**src/lts_pkg.sv**
```systemverilog
// ----------------------------------------------------------------------------
// lts_pkg
// Shared types and codes of the s-expression token scanner: byte classes,
// scan modes, token kinds and the item and result records.
// ----------------------------------------------------------------------------
`default_nettype none

package lts_pkg;

   // byte classes, worked out by the front part
   localparam logic [3:0] CLS_NUL     = 4'd0;
   localparam logic [3:0] CLS_LPAREN  = 4'd1;
   localparam logic [3:0] CLS_RPAREN  = 4'd2;
   localparam logic [3:0] CLS_UPPER   = 4'd3;
   localparam logic [3:0] CLS_DIGIT   = 4'd4;
   localparam logic [3:0] CLS_QUOTE   = 4'd5;
   localparam logic [3:0] CLS_SEMI    = 4'd6;
   localparam logic [3:0] CLS_SPACE   = 4'd7;
   localparam logic [3:0] CLS_NEWLINE = 4'd8;
   localparam logic [3:0] CLS_OTHER   = 4'd9;

   // scan modes
   localparam logic [2:0] MODE_IDLE    = 3'd0;
   localparam logic [2:0] MODE_SYMBOL  = 3'd1;
   localparam logic [2:0] MODE_NUMBER  = 3'd2;
   localparam logic [2:0] MODE_STRING  = 3'd3;
   localparam logic [2:0] MODE_COMMENT = 3'd4;
   localparam logic [2:0] MODE_ERROR   = 3'd5;

   // token kinds
   localparam logic [3:0] KIND_LPAREN  = 4'd0;
   localparam logic [3:0] KIND_RPAREN  = 4'd1;
   localparam logic [3:0] KIND_SYMBYTE = 4'd2;
   localparam logic [3:0] KIND_SYMEND  = 4'd3;
   localparam logic [3:0] KIND_NUMBER  = 4'd4;
   localparam logic [3:0] KIND_STRBYTE = 4'd5;
   localparam logic [3:0] KIND_STREND  = 4'd6;
   localparam logic [3:0] KIND_END     = 4'd7;
   localparam logic [3:0] KIND_ERROR   = 4'd8;

   localparam logic [15:0] LENGTH_MAX = 16'hFFFF;

   // result queue depth, a power of two
   localparam int RSP_DEPTH = 4;

   typedef struct packed {
      logic [7:0] char_code;
      logic [3:0] cls;
   } item_type;

   typedef struct packed {
      logic     valid;
      item_type item;
   } front_type;

   typedef struct packed {
      logic [3:0]  kind;
      logic [62:0] number_value;
      logic [7:0]  text_byte;
      logic [15:0] text_length;
      logic        last;
   } result_type;

   // push1 only ever comes with push0
   typedef struct packed {
      logic       push0;
      logic       push1;
      result_type r0;
      result_type r1;
   } rsp_write_type;

endpackage

`default_nettype wire

```
**src/lts_front.sv**
```systemverilog
// ----------------------------------------------------------------------------
// lts_front
// Accepts source bytes, classifies each one and holds it in a two-entry
// queue until the scan engine takes it.
// ----------------------------------------------------------------------------
`default_nettype none

module lts_front (
   input  wire logic               clock,
   input  wire logic               reset,
   input  wire logic [7:0]         req_char_code,
   input  wire logic               req_push,
   output logic                    req_full,
   output lts_pkg::front_type      front,
   input  wire logic               take
);
   import lts_pkg::*;

   item_type   q_ff [2];
   logic       wr_ptr_ff, wr_ptr_in;
   logic       rd_ptr_ff, rd_ptr_in;
   logic [1:0] cnt_ff, cnt_in;
   logic [3:0] cls;
   logic       accept;
   logic       pop;

   always_comb begin
      unique case (req_char_code) inside
         8'h00:             cls = CLS_NUL;
         8'h28:             cls = CLS_LPAREN;
         8'h29:             cls = CLS_RPAREN;
         [8'h41:8'h5A]:     cls = CLS_UPPER;
         [8'h30:8'h39]:     cls = CLS_DIGIT;
         8'h22:             cls = CLS_QUOTE;
         8'h3B:             cls = CLS_SEMI;
         8'h20, 8'h0D, 8'h09: cls = CLS_SPACE;
         8'h0A:             cls = CLS_NEWLINE;
         default:           cls = CLS_OTHER;
      endcase
   end

   assign req_full    = (cnt_ff == 2'd2);
   assign accept      = req_push && !req_full;
   assign front.valid = (cnt_ff != 2'd0);
   assign front.item  = q_ff[rd_ptr_ff];
   assign pop         = take && front.valid;

   assign wr_ptr_in = accept ? !wr_ptr_ff : wr_ptr_ff;
   assign rd_ptr_in = pop ? !rd_ptr_ff : rd_ptr_ff;
   assign cnt_in    = cnt_ff + 2'(accept) - 2'(pop);

   always_ff @(posedge clock) begin
      if (reset) begin
         wr_ptr_ff <= 1'b0;
         rd_ptr_ff <= 1'b0;
         cnt_ff    <= 2'd0;
      end else begin
         wr_ptr_ff <= wr_ptr_in;
         rd_ptr_ff <= rd_ptr_in;
         cnt_ff    <= cnt_in;
      end
   end

   always_ff @(posedge clock) begin
      if (accept) begin
         q_ff[wr_ptr_ff] <= '{char_code: req_char_code, cls: cls};
      end
   end

   a_cnt_range: assert property (@(posedge clock) disable iff (reset)
      cnt_ff != 2'd3)
      else $error("front queue count out of range");

   a_cnt_track: assert property (@(posedge clock) disable iff (reset)
      !$past(reset) |->
         cnt_ff == $past(cnt_ff) + 2'($past(accept)) - 2'($past(pop)))
      else $error("front queue count does not follow push and take");

   a_ptr_gap: assert property (@(posedge clock) disable iff (reset)
      (cnt_ff == 2'd1) == (wr_ptr_ff != rd_ptr_ff))
      else $error("front queue pointers disagree with count");

endmodule

`default_nettype wire

```
**src/lts_back.sv**
```systemverilog
// ----------------------------------------------------------------------------
// lts_back
// Scan engine: keeps the scan mode, number accumulator and text length and
// turns each classified byte into zero, one or two tokens.
// ----------------------------------------------------------------------------
`default_nettype none

module lts_back (
   input  wire logic                clock,
   input  wire logic                reset,
   input  wire lts_pkg::front_type  front,
   output logic                     take,
   input  wire logic                room,
   output lts_pkg::rsp_write_type   wr
);
   import lts_pkg::*;

   logic [2:0]  mode_ff, mode_in;
   logic [62:0] acc_ff, acc_in;
   logic [15:0] len_ff, len_in;

   logic [7:0]  c;
   logic [3:0]  cls;
   logic [15:0] len_inc;
   logic [66:0] acc_x10;
   logic [62:0] acc_next_digit;
   logic        run_idle;
   logic        v0, v1, iv;
   result_type  r0, r1, ir;

   assign take = front.valid && room;
   assign c    = front.item.char_code;
   assign cls  = front.item.cls;

   assign len_inc = (len_ff != LENGTH_MAX) ? len_ff + 16'd1 : len_ff;

   // times ten by shift and add, saturate when anything lands above bit 62
   assign acc_x10 = {1'b0, acc_ff, 3'b000} + {3'b000, acc_ff, 1'b0} + {63'd0, c[3:0]};
   assign acc_next_digit = (acc_x10[66:63] != 4'd0) ? {63{1'b1}} : acc_x10[62:0];

   always_comb begin
      mode_in  = mode_ff;
      acc_in   = acc_ff;
      len_in   = len_ff;
      run_idle = 1'b0;
      v0       = 1'b0;
      v1       = 1'b0;
      iv       = 1'b0;
      r0       = '0;
      r1       = '0;
      ir       = '0;

      unique case (mode_ff)
         MODE_SYMBOL: begin
            if (cls == CLS_UPPER || cls == CLS_DIGIT) begin
               len_in       = len_inc;
               v0           = 1'b1;
               r0.kind      = KIND_SYMBYTE;
               r0.text_byte = c;
            end else begin
               v0             = 1'b1;
               r0.kind        = KIND_SYMEND;
               r0.text_length = len_ff;
               len_in         = 16'd0;
               run_idle       = 1'b1;
            end
         end
         MODE_NUMBER: begin
            if (cls == CLS_DIGIT) begin
               acc_in = acc_next_digit;
            end else begin
               v0              = 1'b1;
               r0.kind         = KIND_NUMBER;
               r0.number_value = acc_ff;
               acc_in          = 63'd0;
               run_idle        = 1'b1;
            end
         end
         MODE_STRING: begin
            if (cls == CLS_QUOTE) begin
               v0             = 1'b1;
               r0.kind        = KIND_STREND;
               r0.text_length = len_ff;
               len_in         = 16'd0;
               mode_in        = MODE_IDLE;
            end else if (cls == CLS_NUL) begin
               v0       = 1'b1;
               r0.kind  = KIND_ERROR;
               run_idle = 1'b1;
            end else begin
               len_in       = len_inc;
               v0           = 1'b1;
               r0.kind      = KIND_STRBYTE;
               r0.text_byte = c;
            end
         end
         MODE_COMMENT: begin
            if (cls == CLS_NEWLINE) begin
               mode_in = MODE_IDLE;
            end else if (cls == CLS_NUL) begin
               run_idle = 1'b1;
            end
         end
         MODE_ERROR: begin
            if (cls == CLS_NUL) begin
               run_idle = 1'b1;
            end
         end
         default: begin
            run_idle = 1'b1;
         end
      endcase

      // the byte as seen from idle, after any token it closed
      if (run_idle) begin
         mode_in = MODE_IDLE;
         unique case (cls)
            CLS_NUL: begin
               acc_in  = 63'd0;
               len_in  = 16'd0;
               iv      = 1'b1;
               ir.kind = KIND_END;
            end
            CLS_LPAREN: begin
               iv      = 1'b1;
               ir.kind = KIND_LPAREN;
            end
            CLS_RPAREN: begin
               iv      = 1'b1;
               ir.kind = KIND_RPAREN;
            end
            CLS_UPPER: begin
               mode_in      = MODE_SYMBOL;
               len_in       = 16'd1;
               iv           = 1'b1;
               ir.kind      = KIND_SYMBYTE;
               ir.text_byte = c;
            end
            CLS_DIGIT: begin
               mode_in = MODE_NUMBER;
               acc_in  = {59'd0, c[3:0]};
            end
            CLS_QUOTE: begin
               mode_in = MODE_STRING;
               len_in  = 16'd0;
            end
            CLS_SEMI: begin
               mode_in = MODE_COMMENT;
            end
            CLS_SPACE, CLS_NEWLINE: begin
               mode_in = MODE_IDLE;
            end
            default: begin
               mode_in = MODE_ERROR;
               iv      = 1'b1;
               ir.kind = KIND_ERROR;
            end
         endcase
         if (v0) begin
            v1 = iv;
            r1 = ir;
         end else begin
            v0 = iv;
            r0 = ir;
         end
      end

      // flag the final token of this byte
      if (v1) begin
         r1.last = 1'b1;
      end else begin
         r0.last = v0;
      end
   end

   assign wr.push0 = take && v0;
   assign wr.push1 = take && v1;
   assign wr.r0    = r0;
   assign wr.r1    = r1;

   always_ff @(posedge clock) begin
      if (reset) begin
         mode_ff <= MODE_IDLE;
         acc_ff  <= 63'd0;
         len_ff  <= 16'd0;
      end else if (take) begin
         mode_ff <= mode_in;
         acc_ff  <= acc_in;
         len_ff  <= len_in;
      end
   end

   a_acc_only_in_number: assert property (@(posedge clock) disable iff (reset)
      mode_ff != MODE_NUMBER |-> acc_ff == 63'd0)
      else $error("accumulator holds a value outside number mode");

   a_len_only_in_text: assert property (@(posedge clock) disable iff (reset)
      (mode_ff != MODE_SYMBOL && mode_ff != MODE_STRING) |-> len_ff == 16'd0)
      else $error("length count holds a value outside symbol and string");

   a_end_returns_idle: assert property (@(posedge clock) disable iff (reset)
      take && cls == CLS_NUL |=> mode_ff == MODE_IDLE)
      else $error("end byte did not return the scanner to idle");

   a_error_mode_silent: assert property (@(posedge clock) disable iff (reset)
      take && mode_ff == MODE_ERROR && cls != CLS_NUL |-> !wr.push0)
      else $error("token produced while in error mode");

endmodule

`default_nettype wire

```
**src/lts_rsp_fifo.sv**
```systemverilog
// ----------------------------------------------------------------------------
// lts_rsp_fifo
// Result queue: takes up to two tokens per cycle from the scan engine and
// hands them out one at a time, oldest first.
// ----------------------------------------------------------------------------
`default_nettype none

module lts_rsp_fifo (
   input  wire logic                   clock,
   input  wire logic                   reset,
   input  wire lts_pkg::rsp_write_type wr,
   output logic                        room,
   output lts_pkg::result_type         head,
   output logic                        rsp_empty,
   input  wire logic                   rsp_pop
);
   import lts_pkg::*;

   localparam int PTR_W = $clog2(RSP_DEPTH);
   localparam int CNT_W = $clog2(RSP_DEPTH + 1);

   result_type       mem_ff [RSP_DEPTH];
   logic [PTR_W-1:0] wr_ptr_ff, wr_ptr_in;
   logic [PTR_W-1:0] rd_ptr_ff, rd_ptr_in;
   logic [CNT_W-1:0] cnt_ff, cnt_in;
   logic             pop_eff;

   assign rsp_empty = (cnt_ff == CNT_W'(0));
   assign head      = mem_ff[rd_ptr_ff];
   assign pop_eff   = rsp_pop && !rsp_empty;
   // room for two more beats
   assign room      = (cnt_ff <= CNT_W'(RSP_DEPTH - 2));

   assign wr_ptr_in = wr_ptr_ff + PTR_W'(wr.push0) + PTR_W'(wr.push1);
   assign rd_ptr_in = rd_ptr_ff + PTR_W'(pop_eff);
   assign cnt_in    = cnt_ff + CNT_W'(wr.push0) + CNT_W'(wr.push1) - CNT_W'(pop_eff);

   always_ff @(posedge clock) begin
      if (reset) begin
         wr_ptr_ff <= '0;
         rd_ptr_ff <= '0;
         cnt_ff    <= '0;
      end else begin
         wr_ptr_ff <= wr_ptr_in;
         rd_ptr_ff <= rd_ptr_in;
         cnt_ff    <= cnt_in;
      end
   end

   always_ff @(posedge clock) begin
      if (wr.push0) begin
         mem_ff[wr_ptr_ff] <= wr.r0;
      end
      if (wr.push1) begin
         mem_ff[wr_ptr_ff + PTR_W'(1)] <= wr.r1;
      end
   end

   a_no_overflow: assert property (@(posedge clock) disable iff (reset)
      (wr.push0 || wr.push1) |-> room)
      else $error("result queue written without room");

   a_pair_order: assert property (@(posedge clock) disable iff (reset)
      wr.push1 |-> wr.push0)
      else $error("second token pushed without a first");

   a_cnt_range: assert property (@(posedge clock) disable iff (reset)
      cnt_ff <= CNT_W'(RSP_DEPTH))
      else $error("result queue count out of range");

endmodule

`default_nettype wire

```
**src/lisp_token_scanner.sv**
```systemverilog
// path: an accepted byte is registered in the front queue, then the scan engine
//   writes its tokens into the result queue, whose head drives the rsp ports
// throughput: one byte per cycle while tokens are popped as they appear; a
//   byte that closes a token and opens another yields two beats, so the pop
//   side sets the pace at one token per cycle
// reset: synchronous, clears scan mode, accumulator, length and both queues
// ----------------------------------------------------------------------------
// lisp_token_scanner
// Streaming s-expression lexer: one source byte in, parens, symbol and
// string bytes with their end markers, numbers, end and error tokens out.
// ----------------------------------------------------------------------------
`default_nettype none

module lisp_token_scanner (
   input  wire logic        clock,
   input  wire logic        reset,
   input  wire logic [7:0]  req_char_code,
   input  wire logic        req_push,
   output logic             req_full,
   output logic [3:0]       rsp_kind,
   output logic [62:0]      rsp_number_value,
   output logic [7:0]       rsp_text_byte,
   output logic [15:0]      rsp_text_length,
   output logic             rsp_last,
   output logic             rsp_empty,
   input  wire logic        rsp_pop
);
   import lts_pkg::*;

   front_type     front;
   logic          take;
   logic          room;
   rsp_write_type wr;
   result_type    head;

   lts_front u_front (
      .clock         (clock),
      .reset         (reset),
      .req_char_code (req_char_code),
      .req_push      (req_push),
      .req_full      (req_full),
      .front         (front),
      .take          (take)
   );

   lts_back u_back (
      .clock (clock),
      .reset (reset),
      .front (front),
      .take  (take),
      .room  (room),
      .wr    (wr)
   );

   lts_rsp_fifo u_rsp_fifo (
      .clock     (clock),
      .reset     (reset),
      .wr        (wr),
      .room      (room),
      .head      (head),
      .rsp_empty (rsp_empty),
      .rsp_pop   (rsp_pop)
   );

   assign rsp_kind         = head.kind;
   assign rsp_number_value = head.number_value;
   assign rsp_text_byte    = head.text_byte;
   assign rsp_text_length  = head.text_length;
   assign rsp_last         = head.last;

endmodule

`default_nettype wire

```
**config.mk**
```make
export PLATFORM = sky130hd
export DESIGN_NAME = lisp_token_scanner
export DESIGN_NICKNAME = d
export VERILOG_FILES = /design/src/lts_pkg.sv /design/src/lts_front.sv /design/src/lts_back.sv /design/src/lts_rsp_fifo.sv /design/src/lisp_token_scanner.sv
export SDC_FILE = /design/constraint.sdc
export NUM_CORES = 1
export LEC_CHECK = 0
export BUFFER_PORTS_ARGS = -buffer_cell sky130_fd_sc_hd__clkbuf_2
export CAP_MARGIN = 25
export CORE_ASPECT_RATIO = 1.75
export CORE_MARGIN = 5
export CORE_UTILIZATION = 63
export CTS_BUF_LIST = sky130_fd_sc_hd__clkbuf_16
export DETAILED_ROUTE_END_ITERATION = 10
export PLACE_DENSITY = 0.81
export SETUP_SLACK_MARGIN = 0.02
export SYNTH_ARGS = -nofsm -noshare
export SYNTH_HDL_FRONTEND = slang
export SYNTH_HIERARCHICAL = 1
export SYNTH_SLANG_ARGS = --single-unit
```
**constraint.sdc**
```tcl
create_clock -name clock -period 11.3 [get_ports clock]
set_input_delay 0.565 -clock clock [delete_from_list [all_inputs] [get_ports clock]]
set_output_delay 0.565 -clock clock [all_outputs]
set_load 0.05 [all_outputs]
```
==> run_results.csv <==
group,metric,value,unit
hold_path,hold_path.class,"in2reg",
synthesis,yosys.area.top_type,"edfxtp_1",
detailed_routing,routedWlPerCell,25.0,µm
cts,clock_path_buffers,3,
cts,cts_tree,"yes",
timing,worst_slew_pin_slew,0.989,ns
synthesis,syn_inst,2367,
placed_design,dpl_worst_slack,5.82,ns
synthesis,synth_edf_count,392,
placed_design,dpl.hpwl,51300,µm
synthesis,yosys.area.top_type_share,39.9,%
synthesis,synth-seq-area-share,46.3,%
final_layout,fin_util,67.3,%
worst_setup_path,rr_endpoint,"u_rsp_fifo/mem_ff[3][82]$_DFFE_PP_",
detailed_routing,drc,0,
cts,clock_latency,0.57,ns
timing,relSlewSlack,34.0,%
worst_setup_path,arrival,5.65,ns
run,maxCapViolCount,0,
timing,rsz0062_at_grt,"no",
grt,grt_pass1_wl,117000,µm
placed_design,port_buffers,105,
cts,cts_resized,0,
worst_setup_path,required,11.48,ns
floorplanning,die_h,296,µm
worst_setup_path,start_kind,"flop",
synthesis,synthDistinctLibCells,96,
worst_setup_path,r2r_setup_slack,5.83,ns
grt,grt_pass1_vias,20800,
synthesis,yosysWarnings,6,
synthesis,yosys-top-cells-area,"edfxtp_1, mux2_2, mux4_2, dfxtp_1, ha_1",
floorplanning,core-area,46600,µm²
worst_setup_path,endpoint_kind,"flop",
grt,grt_usage,28.8,%
hold_path,min_path_cells,1,
power_and_ir_drop,p_leak,12.5,nW
detailed_routing,ant_nets,0,
detailed_routing,drt-pass1-iter-count,6,
power_and_ir_drop,power.density,190,nW/µm²
cts,clock-sinks,486,
final_layout,antenna_cells,0,
cts,clk_pin_slew_worst_paths,0.07,ns
final_layout,drive_above_1_share,29.6,%
floorplanning,io_pins,106,
timing,final-max-slew-violation-count,0,
timing,hold_viol_final,0,
timing,setup_viol,0,
cts,cts_setup_buffers,0,
timing,fin_crit,5.47,ns
final_layout,syn_to_final_growth,6.48,%
timing,finalSetupTns,0,ns
floorplanning,initial_core_util,63.3,%
worst_setup_path,cp_max_fo,47,
synthesis,syn_area,29500,µm²
grt,grt_antenna_before_repair,0,
final_layout,fin_nets,2547,
cts,cts_root_buf,"clkbuf_16",
detailed_routing,vias,20000,
synthesis,async_flop_share,0,%
grt,grt_max_degree,67,
hold_path,hp-start,"req_char_code[7]",
floorplanning,num_rows,105,
cts,cts-hold-fix-buffers,0,
run_status,outcome,"completed",
placed_design,gp_congestion,0.945,
synthesis,syn_avg_cell_area,12.5,µm²
synthesis,synth-seq-cells,486,
timing,period_share,48.4,%
floorplanning,die_x,174,µm
cts,h-tree-depth,2,
detailed_routing,wl,75500,µm
power_and_ir_drop,vdd_drop_max,0.117,mV
placed_design,place_inst,2940,
grt,grt_overflow,0,
synthesis,ys.flop_type,"edfxtp_1",
floorplanning,dieArea,51400,µm²
final_layout,stdcell_count,3024,
detailed_routing,drt-vias-per-instance,6.63,
cts,cts_buffers,45,
worst_setup_path,path_class,"reg2reg",
worst_setup_path,r2r_cells,12,
timing,clock_skew,0.0297,ns
detailed_routing,drt_iter0_drc,1655,
timing,fmax,0.183,GHz
hold_path,min_to,"u_front/q_ff[1][11]$_DFFE_PP_",
timing,fin_ws,5.83,ns
[layout by cell type, fill, tap and decap left out, types with 10 or more instances in the layout]
cell       Yosys  final
a211oi_1      21     21
nand2_1      137    137
and2_1        97     96
o21ai_0       72     71
edfxtp_1     392    392
clkbuf_16      0     47
nor2_1       102    100
nor3_1        32     31
clkbuf_2       0    105
xor2_1        26     26
conb_1         1     79
a221o_1       39     39
o21a_1        12     12
nand2b_1      13     13
a21oi_1      109    109
mux4_2        92     92
nand3_1       34     33
mux2_2       380    380
nor2b_1       26     24
and3_1        10     10
a31oi_1       10     10
nand4_1       31     31
buf_4        101     27
dfxtp_1       94     92
inv_1         27     42
a21o_1        24     24
xnor2_1       39     39
nor4_1        17     17
ha_1         131    131
o21bai_1      17     17
[synthesized netlist by cell type (7+ instances only)]
master,instances
nand3_1,34
nor3_1,32
nor2_1,102
buf_4,101
nor4_1,17
a22oi_1,7
a211oi_1,21
and3_1,10
and2_1,97
a221o_1,39
buf_2,52
a21oi_1,109
o21a_1,12
nand2_1,137
nor2b_1,26
ha_1,131
clkbuf_1,51
o21ai_0,72
xor2_1,26
a31oi_1,10
buf_6,16
a21o_1,24
nand4_1,31
mux4_2,92
o21bai_1,17
xnor2_1,39
o31ai_1,8
o21ai_1,9
inv_1,27
edfxtp_1,392
mux2_2,380
buf_1,7
nand2b_1,13
dfxtp_1,94
[power breakdown]
group / switching [W] / internal (W)
Sequential: 0.000122 / 0.00225
Combinational: 0.00147 / 0.000605
Clock: 0.000674 / 0.000827
Total: 0.00227 / 0.00369
[cell type report]
type                    count  area [µm²]
fillers                  3249       15200
multi-input cells        1705       14700
flip-flops and latches    486       13700
clock inverters            37         268
inverters                  27         101
repair buffers            134         767
well taps                 588         736
clock buffers              47        1180
[how the worst max path moves through the flow]
stage	startpoint	cells after the start	slack, ns	to
2_1_floorplan	flop	10	1.50	u_rsp_fifo/mem_ff[0][0]$_DFFE_PP_
3_3_place_gp	flop	11	5.87	u_rsp_fifo/mem_ff[2][90]$_DFFE_PP_
3_5_place_dp	flop	11	5.82	u_rsp_fifo/mem_ff[2][18]$_DFFE_PP_
4_1_cts	flop	11	5.80	u_rsp_fifo/mem_ff[2][89]$_DFFE_PP_
5_1_grt	flop	12	5.54	u_rsp_fifo/mem_ff[3][81]$_DFFE_PP_
6_report	flop	12	5.83	u_rsp_fifo/mem_ff[3][82]$_DFFE_PP_
[worst max-delay path, cell delays in order, from the launching register on]
cell and delay (ns):
dfxtp_1 0.73, mux2_2 0.53, nor4b_2 0.24, nor2_1 0.16, a21boi_0 0.13, o31ai_1 0.62, o21ai_1 0.41, nor3_1 0.27
buf_4 0.21, mux2i_1 0.18, nor2b_4 0.22, buf_4 0.62, buf_4 0.73
[per-stage QoR]
step	hold slack (ns)	area [µm²]	power [W]
floorplan	0.447	29800	0.00401
global placement	0.470	29900	0.00445
detailed placement	0.488	30000	0.00449
CTS	0.270	31400	0.00598
global route	0.298	31400	0.00617
finish	0.295	31400	0.00596
[kinds of logic (layout without fill, tap and decap cells)]
logic type	count (synthesis)	after routing	synth area share, %
multiplexers	476	476	21.7
XOR/XNOR	65	65	1.93
AND/OR/NAND/NOR	539	539	9.45
buffers and inverters	254	245	5.14
other	1	79	0.0127
AO/OA/AOI/OAI	410	410	9.62
adder cells (fa/ha/maj)	136	136	5.90
flip-flops	486	486	46.3
[sequential cells by signal, indices dropped and copies added, names as in the netlist, named ones only]
signal and flops:
u_rsp_fifo/mem_ff 368, u_back/acc_ff 63, u_front/q_ff 24, u_back/len_ff 16, u_back/mode_ff 3, u_rsp_fifo/cnt_ff 3
u_front/cnt_ff 2, u_rsp_fifo/rd_ptr_ff 2, u_rsp_fifo/wr_ptr_ff 2, u_front/rd_ptr_ff 1, u_front/wr_ptr_ff 1
[routing by layer]
| metal | share of wire (%) | up-vias | track usage, % |
|---|---|---|---|
| li1 | - | 9016 | - |
| met1 | 36 | 10000 | 32.5 |
| met2 | 53 | 783 | 54.5 |
| met3 | 5.2 | 233 | 3.32 |
| met4 | 5.2 | 0 | 13.5 |
| met5 | 0 | - | 0 |
Note: power is estimated with default switching activity, not from simulation.
